## config.mk

```make
export PLATFORM = sky130hd
export DESIGN_NAME = interval_timer_16bit_top
export DESIGN_NICKNAME = d
export VERILOG_FILES = /design/src/sv/itv16_pkg.sv /design/src/sv/itv16_core.sv /design/src/sv/interval_timer_16bit_top.sv
export SDC_FILE = /design/constraint.sdc
export NUM_CORES = 1
export LEC_CHECK = 0
export BUFFER_PORTS_ARGS = -buffer_cell sky130_fd_sc_hd__buf_4
export CORE_AREA = 3 3 96 98
export CTS_BUF_LIST = sky130_fd_sc_hd__clkbuf_8
export CTS_CLUSTER_DIAMETER = 30
export CTS_CLUSTER_SIZE = 28
export DETAILED_ROUTE_END_ITERATION = 10
export DIE_AREA = 0 0 99 101
export PLACE_DENSITY = 0.71
export SLEW_MARGIN = 20
export SYNTH_ARGS = -nofsm -noshare
export SYNTH_HDL_FRONTEND = slang
export SYNTH_SLANG_ARGS = --single-unit
```

## constraint.sdc

```tcl
create_clock -name clk_i -period 2.6 [get_ports clk_i]
set_clock_uncertainty 0.15 [all_clocks]
set_input_delay 0.39 -clock clk_i [delete_from_list [all_inputs] [get_ports clk_i]]
set_output_delay 0.39 -clock clk_i [all_outputs]
set_load 0.02 [all_outputs]
```

## src/sv/itv16_pkg.sv

```systemverilog
// shared types and constants for the 16-bit interval timer
`timescale 1ns / 1ps
package itv16_pkg;

  typedef enum logic [2:0] {
    OP_TICK     = 3'd0,
    OP_LATCH_LO = 3'd1,
    OP_LATCH_HI = 3'd2,
    OP_CONTROL  = 3'd3,
    OP_READ     = 3'd4,
    OP_PULSE    = 3'd5
  } op_e;

  // control byte bit positions
  localparam int unsigned CtrlStartBit   = 0;
  localparam int unsigned CtrlOneshotBit = 3;
  localparam int unsigned CtrlLoadBit    = 4;

  localparam logic [15:0] CountReset = 16'hffff;

  // one queued start, stop or load request
  typedef struct packed {
    logic load;
    logic run;
    logic valid;
  } pend_t;

  // one result word
  typedef struct packed {
    logic [15:0] read_value;
    logic        underflow;
    logic        is_running;
  } result_t;

endpackage

```

## src/sv/itv16_core.sv

```systemverilog
// timer state and single-pass next-state and result logic
`timescale 1ns / 1ps
module itv16_core #(
  parameter int unsigned START_DELAY = 2
) (
  input  logic                clk_i,
  input  logic                rst_ni,
  input  logic                step_en_i,
  input  itv16_pkg::op_e      op_i,
  input  logic [7:0]          data_i,
  output itv16_pkg::result_t  result_o
);

  logic [15:0]      cnt_q, cnt_d;
  logic [15:0]      latch_q, latch_d;
  logic             run_q, run_d;
  logic             oneshot_q, oneshot_d;
  itv16_pkg::pend_t pend_q [START_DELAY];
  itv16_pkg::pend_t pend_d [START_DELAY];

  logic             wrap;
  logic [15:0]      cnt_step;
  itv16_pkg::pend_t leaving;

  // one counting step: reload from latch at zero, else decrement
  assign wrap     = (cnt_q == 16'd0);
  assign cnt_step = wrap ? latch_q : (cnt_q - 16'd1);
  assign leaving  = pend_q[START_DELAY-1];

  always_comb begin
    cnt_d               = cnt_q;
    latch_d             = latch_q;
    run_d               = run_q;
    oneshot_d           = oneshot_q;
    pend_d              = pend_q;
    result_o.read_value = '0;
    result_o.underflow  = 1'b0;
    unique case (op_i)
      itv16_pkg::OP_TICK: begin
        if (run_q) begin
          cnt_d              = cnt_step;
          result_o.underflow = wrap;
          if (wrap && oneshot_q) begin
            run_d = 1'b0;
          end
        end
        for (int i = START_DELAY - 1; i > 0; i--) begin
          pend_d[i] = pend_q[i-1];
        end
        pend_d[0] = '0;
        if (leaving.valid) begin
          if (leaving.load) begin
            cnt_d = latch_q;
          end
          run_d = leaving.run;
        end
      end
      itv16_pkg::OP_LATCH_LO: begin
        latch_d = {latch_q[15:8], data_i};
        if (!run_q) begin
          cnt_d = latch_d;
        end
      end
      itv16_pkg::OP_LATCH_HI: begin
        latch_d = {data_i, latch_q[7:0]};
        if (!run_q) begin
          cnt_d = latch_d;
        end
      end
      itv16_pkg::OP_CONTROL: begin
        oneshot_d       = data_i[itv16_pkg::CtrlOneshotBit];
        pend_d[0].valid = 1'b1;
        pend_d[0].run   = data_i[itv16_pkg::CtrlStartBit];
        pend_d[0].load  = data_i[itv16_pkg::CtrlLoadBit];
      end
      itv16_pkg::OP_READ: begin
        result_o.read_value = wrap ? latch_q : cnt_q;
      end
      itv16_pkg::OP_PULSE: begin
        // pulses count whatever the run state
        cnt_d              = cnt_step;
        result_o.underflow = wrap;
        if (wrap && oneshot_q) begin
          run_d = 1'b0;
        end
      end
      default: begin
      end
    endcase
    result_o.is_running = run_d;
  end

  always_ff @(posedge clk_i or negedge rst_ni) begin
    if (!rst_ni) begin
      cnt_q     <= itv16_pkg::CountReset;
      latch_q   <= itv16_pkg::CountReset;
      run_q     <= 1'b0;
      oneshot_q <= 1'b0;
      for (int i = 0; i < START_DELAY; i++) begin
        pend_q[i] <= '0;
      end
    end else if (step_en_i) begin
      cnt_q     <= cnt_d;
      latch_q   <= latch_d;
      run_q     <= run_d;
      oneshot_q <= oneshot_d;
      pend_q    <= pend_d;
    end
  end

endmodule

```

## src/sv/interval_timer_16bit_top.sv

```systemverilog
// top level of the 16-bit interval timer with output register and handshake
// the result word of an accepted word is registered and shows in the cycle after it is accepted
// throughput: one word per cycle while the input is not stalled, set by the state update in the core
// the input side is stalled only while a finished result waits and the output stalls
// reset: asynchronous, active low; counter and latch go to all ones, timer stopped,
// one-shot off, no queued control requests, output register empty
`timescale 1ns / 1ps
module interval_timer_16bit_top #(
  parameter int unsigned START_DELAY = 2
) (
  input  logic        clk_i,
  input  logic        rst_ni,
  // input words
  input  logic        in_valid_i,
  output logic        in_stall_o,
  input  logic [2:0]  op_i,
  input  logic [7:0]  data_i,
  // result words
  output logic        out_valid_o,
  input  logic        out_stall_i,
  output logic [15:0] read_value_o,
  output logic        underflow_o,
  output logic        is_running_o
);

  logic               in_accept;
  logic               out_valid_q, out_valid_d;
  itv16_pkg::result_t result_c;
  itv16_pkg::result_t result_q;

  // a new word may enter whenever the result register is free or being drained
  assign in_stall_o = out_valid_q & out_stall_i;
  assign in_accept  = in_valid_i & ~in_stall_o;

  // state and next-state logic; state advances only on an accepted word
  itv16_core #(
    .START_DELAY(START_DELAY)
  ) u_core (
    .clk_i    (clk_i),
    .rst_ni   (rst_ni),
    .step_en_i(in_accept),
    .op_i     (itv16_pkg::op_e'(op_i)),
    .data_i   (data_i),
    .result_o (result_c)
  );

  // output register: loads on accept, holds while stalled, empties when taken
  always_comb begin
    if (in_accept) begin
      out_valid_d = 1'b1;
    end else if (out_stall_i) begin
      out_valid_d = out_valid_q;
    end else begin
      out_valid_d = 1'b0;
    end
  end

  always_ff @(posedge clk_i or negedge rst_ni) begin
    if (!rst_ni) begin
      out_valid_q <= 1'b0;
    end else begin
      out_valid_q <= out_valid_d;
    end
  end

  // result payload, no reset needed
  always_ff @(posedge clk_i) begin
    if (in_accept) begin
      result_q <= result_c;
    end
  end

  assign out_valid_o  = out_valid_q;
  assign read_value_o = result_q.read_value;
  assign underflow_o  = result_q.underflow;
  assign is_running_o = result_q.is_running;

`ifndef SYNTHESIS
  // a waiting result is never overwritten by a new word
  assert property (@(posedge clk_i) disable iff (!rst_ni)
    (out_valid_o && out_stall_i) |-> in_stall_o)
    else $error("input accepted while result word is held");

  // every accepted word produces a result word on the next cycle
  assert property (@(posedge clk_i) disable iff (!rst_ni)
    (in_valid_i && !in_stall_o) |=> out_valid_o)
    else $error("accepted word produced no result");

  // only reads show a value, and an underflow comes from a count step, never a read
  assert property (@(posedge clk_i) disable iff (!rst_ni)
    (out_valid_o && underflow_o) |-> (read_value_o == 16'd0))
    else $error("underflow flagged together with a read value");
`endif

endmodule

```

==> results of run 1 <==
layer usage:
metal  vias up  global-route usage, %  share of wire [%]
met5         -                      0                  0
met4         0                   14.7                4.3
met3        37                   4.22                7.6
met2       231                   39.4                 45
met1      1979                   37.0                 44
li1       1835                      -                  -
metrics by stage:
step,instances,setup WS [ps]
floorplan,473,268
global placement,607,291
detailed placement,607,218
CTS,624,203
global route,624,73.7
finish,624,184
cell families after synthesis:
logic type / synth area share, %
adder cells (fa/ha/maj): 0.595
multiplexers: 4.64
AO/OA/AOI/OAI: 24.6
buffers and inverters: 5.98
XOR/XNOR: 1.88
AND/OR/NAND/NOR: 24.1
flip-flops: 38.2
placed cells by master (no fill, tap or decap), drive strengths merged, types with 11 or more instances in the layout:
cell	netlist	routed
dfstp	32	32
nand3	14	14
o21ai	27	27
o22ai	11	11
nand2	48	48
nor2	42	42
a21oi	38	38
mux2	12	12
edfxtp	18	18
inv	10	11
buf	18	69
timing repair:
item,4_1_cts,5_1_grt
hold buffers,1,0
setup buffers,0,0
endpoints found under the hold margin,9,0
power by group:
part / switching, mW / total [mW] / internal, mW
registers: 0.500 / 1.83 / 1.33
logic: 0.913 / 1.63 / 0.714
clock network: 0.390 / 1.05 / 0.656
cell type report:
cell class / count / area (µm²) / share of cell area, %
clock inverter: 6 / 104 / 2.12
multi-input combinational: 361 / 2340 / 47.9
tap: 108 / 135 / 2.76
timing repair buffer: 70 / 528 / 10.8
clock buffer: 10 / 138 / 2.81
inverter: 10 / 37.5 / 0.767
sequential: 59 / 1610 / 32.8
how the worst max path moves through the flow:
stage                                   end  slack (ps)  depth (start not counted)
2_1_floorplan  u_core.cnt_q[14]$_DFFE_PN1P_         270                          7
3_3_place_gp    u_core.cnt_q[5]$_DFFE_PN1P_         290                          9
3_5_place_dp    u_core.cnt_q[5]$_DFFE_PN1P_         220                          9
4_1_cts         u_core.cnt_q[6]$_DFFE_PN1P_         200                          7
5_1_grt         u_core.cnt_q[2]$_DFFE_PN1P_          70                          8
6_report        u_core.cnt_q[6]$_DFFE_PN1P_         180                          7
flip-flops by register name, indices dropped and copies added, names as in the netlist, 3 cells and up:
register / flops
u_core.latch_q: 16
u_core.pend_q: 3
read_value_o: 16
u_core.leaving: 3
u_core.cnt_q: 16
==> impl_metrics.toml, run 1 <==
[route]
totalWireLength_mm = 13.2
vias = 4082
drt_iter0_drc = 564
drc = 0
postRouteAntennaNets = 0
first_pass_iters = 5
routedWlPerCell_um = 21.1
viasPerCell = 6.54

[clock_network]
cts_tree = "yes"
cts_buffers = 9
root_buffer = "clkbuf_8"
cts_htree_levels = 3
clock_path_buffers = 2
clk_pin_slew_worst_paths_ps = 70
clkLatencyLatePin_ps = 350
clock_sinks = 59
ctsResizeCount = 0

[finish]
fin_util_pct = 57.2
drive_above_1_share_pct = 28.5
fin_area_um2 = 4890
nNetsFinal = 528
nFillCells = 753
n_antenna_cell = 0
area_growth_pct = 16.4

[global_route]
grt_pass1_wl_mm = 20.4
grt_pass1_vias = 3691
track_usage_pct = 26.6
grt_overflow_total = 0
grt_max_degree = 42
antenna_found_initial = 0

[worst_setup_path]
critical-path-max-stage-delay_ps = 580
cp-end-kind = "flop"
cp_max_fo = 6
crit_chain = "inv_1 -> ha_1 -> nor4b_2 -> and4_1 -> or4_1 -> nand3_1 -> a32o_1"
crit_start = "u_core.cnt_q[0]$_DFFE_PN1P_"
critPathLaunchType = "flop"
path_delay_family = "simple AND/OR/NAND/NOR gates"
rr_worst_depth = 7
worstReg2RegEnd = "u_core.cnt_q[6]$_DFFE_PN1P_"
path_class = "reg2reg"
arrival_ps = 2560
cp_num_buf_inv = 1
r2r_setup_slack_ps = 180
r2r_start = "u_core.cnt_q[0]$_DFFE_PN1P_"
cp_slowest_cell = "dfstp_2"
crit_required_ps = 2740

[power]
ir_drop_mv = 0.466
leakagePower_nw = 1.92
total_power_mw = 4.51
p_per_area_nw_per_um2 = 921

[synth]
synth_cell_type_count = 83
synth.largest_area_cell = "dfstp_2"
synth_edf_count = 18
synthTopCellsByCount = "48 x nand2_1, 42 x nor2_1, 38 x a21oi_1"
postSynthCellCount = 473
seq_area_frac_synth_pct = 38.2
yosysMostFrequentCell = "nand2_1"
synth_area_um2 = 4200
yosys-top-cells-area = "dfstp_2 20%, edfxtp_1 13%, dfrtp_1 5.4%"
synth_seq_cells = 59
synth-main-ff-cell = "dfstp_2"
post_synth.cell_area_avg_um2 = 8.89
syn-num-nets = 490
ys_warn_count = 0
synth_top_area_share_pct = 20.0
synth_async_sr_flop_share_pct = 69.5

[timing]
hold_viol = 0
rsz0062_at_grt = "no"
drv_slew = 0
holdWs_ps = 84.6
finalSetupViolCount = 0
period_needed_ps = 2420
timing.final.crit_share_pct = 92.9
relSlewSlack_pct = 52.7
tightest_slew_ps = 709
fin_setup_tns_ps = 0
max_freq_ghz = 0.414

[floorplan]
die_w_um = 99
dieArea_um2 = 10000
core_um2 = 8550
start_util_pct = 49.2
rows = 34
io_pins = 35
die_h_um = 101

[min_path]
hold_path_class = "in2reg"
min_path_cells = 2
hold_path_end = "out_valid_o$_DFFE_PN0P_"
min_from = "in_valid_i"

[status]
status = "finished clean"

[job]
maxCapViolCount = 0

[placed_design]
io_buffers = 34
gp_congestion = 1.01
placed_area_um2 = 4640
dp.final_hpwl_mm = 9.43
No activity file was read; power rests on OpenSTA's default activity.
==> inputs of run 2 (changes only) <==
GPL_TIMING_DRIVEN = 0   (was not set)
==> impl_metrics.toml, run 2 (synthesis gave the netlist of run 1 again) <==
[power]
ir_drop_mv = 0.452
combinationalPowerShare_pct = 41.0
p_int_mw = 2.59
seqPwrFrac_pct = 37.0
p_sw_mw = 1.88
p_per_area_nw_per_um2 = 914
leakagePower_nw = 1.88
total_power_mw = 4.47
swShare_pct = 42.1
clockPowerShare_pct = 22.0

[finish]
fin_util_pct = 57.3
layout_common_cells = "48 x nand2_1, 41 x nor2_1, 39 x buf_4"
fin_area_um2 = 4900
final_common_cell = "nand2_1"
drive_above_1_share_pct = 26.8
n_antenna_cell = 0
area_growth_pct = 16.6
nNetsFinal = 539
final_cells = 635

[global_route]
top_usage_layer = "met2"
met1_usage_pct = 38.2
grt_max_degree = 42
met3_usage_pct = 7.40
track_usage_pct = 29.1
antenna_found_initial = 0
grt_overflow_total = 0
use_met2_pct = 45.5
grt_pass1_vias = 4086
grt_pass1_wl_mm = 22.4

[floorplan]
core_um2 = 8550
io_pins = 35
start_util_pct = 49.2
rows = 34
dieArea_um2 = 10000
die_w_um = 99
die_h_um = 101

[route]
routedWlPerCell_um = 22.3
vias = 4190
first_pass_iters = 5
drt_iter0_drc = 465
drc = 0
viasPerCell = 6.60
postRouteAntennaNets = 0
totalWireLength_mm = 14.2

[worst_setup_path]
path_class = "reg2reg"
rr_worst_depth = 9
cp-end-kind = "flop"
r2r_setup_slack_ps = 80
crit_chain = "inv_1 -> ha_1 -> nor4b_4 -> and4_1 -> buf_4 -> buf_4 -> clkbuf_4 -> a21oi_1 -> nor2_1"
crit_top_cell = "buf_4"
crit_start = "u_core.cnt_q[1]$_DFFE_PN1P_"
crit_required_ps = 2530
worstReg2RegEnd = "read_value_o[9]$_SDFFCE_PP0P_"
cp_max_fo = 10
cp_slowest_cell = "dfstp_2"
r2r_start = "u_core.cnt_q[1]$_DFFE_PN1P_"
critPathLaunchType = "flop"
arrival_ps = 2450
critical-path-max-stage-delay_ps = 590

[clock_network]
cts_htree_levels = 3
cts_buffers = 9
root_buffer = "clkbuf_8"
clkLatencyLatePin_ps = 340
clock_path_buffers = 2
clk_pin_slew_worst_paths_ps = 80
clock_sinks = 59
cts_tree = "yes"

[status]
status = "finished clean"

[timing]
fin_setup_tns_ps = 0
drv_slew = 0
period_needed_ps = 2520
max_freq_ghz = 0.397
timing.final.crit_share_pct = 97.0
hold_viol = 0
rsz0062_at_grt = "no"
timing.final.ws_setup_ps = 78.2
holdWs_ps = 99.0
finalSetupViolCount = 0
relSlewSlack_pct = 31.3
tightest_slew_ps = 1030

[placed_design]
io_buffers = 34
post-place-ws_ps = -324
dp.cells = 615
placed_area_um2 = 4590
dp.final_hpwl_mm = 9.92
gp_congestion = 0.976

[min_path]
hold_path_class = "in2reg"
hold_path_end = "out_valid_o$_DFFE_PN0P_"
min_path_cells = 2
min_from = "in_valid_i"

[job]
maxCapViolCount = 0
## run 2: changes by cell type in the layout (fill, tap and decap cells not counted), sizes merged
cell	previous run	this run
clkbuf	10	36
buf	69	54
bufinv	3	2
clkinvlp	0	1
## run 2: how the worst max path moves through the flow
| stage | endpoint | slack [ps] |
|---|---|---|
| 2_1_floorplan | u_core.cnt_q[14]$_DFFE_PN1P_ | 270 |
| 3_3_place_gp | u_core.cnt_q[7]$_DFFE_PN1P_ | -320 |
| 3_5_place_dp | u_core.cnt_q[7]$_DFFE_PN1P_ | -320 |
| 4_1_cts | read_value_o[7]$_SDFFCE_PP0P_ | 20 |
| 5_1_grt | u_core.cnt_q[8]$_DFFE_PN1P_ | 6 |
| 6_report | read_value_o[9]$_SDFFCE_PP0P_ | 80 |
## run 2: what timing repair did
item | in CTS | in global routing
gates cloned | 0 | 0
hold endpoints to repair | 9 | 0
pin swaps | 0 | 0
buffers inserted | 2 | 1
endpoints found under the setup margin | 27 | 20
hold buffers | 1 | 0
resized for setup | 6 | 9
## run 2: power groups by stage
stage / Clock [mW] / Sequential, mW / Combinational [mW]
floorplan: 0 / 1.55 / 1.27
global placement: 0 / 1.63 / 1.72
detailed placement: 0 / 1.64 / 1.74
CTS: 0.987 / 1.63 / 1.77
global route: 1.03 / 1.68 / 1.99
finish: 0.986 / 1.66 / 1.83
## run 2: area by class of cell
| type | count | area (µm²) |
|---|---|---|
| sequential | 59 | 1610 |
| timing repair buffer | 38 | 288 |
| fill | 812 | 3650 |
| inverter | 10 | 42.5 |
| clock buffer | 10 | 138 |
| tap | 108 | 135 |
| multi-input combinational | 361 | 2380 |
| clock inverter | 6 | 87.6 |
| buffer | 43 | 220 |
## run 2: worst max-delay path, delay by kind of cell (launching register included)
kind / cells / cell delay, ps
fa+ha+maj: 1 / 220
compound gates: 1 / 210
buf+inv: 4 / 660
flops: 1 / 590
simple gates: 3 / 410
## run 2: per-layer routing
layer / share of wire, % / routed length [µm]
met5: 0 / 0
met4: 3.9 / 554
met3: 10 / 1470
met2: 45 / 6400
met1: 41 / 5760
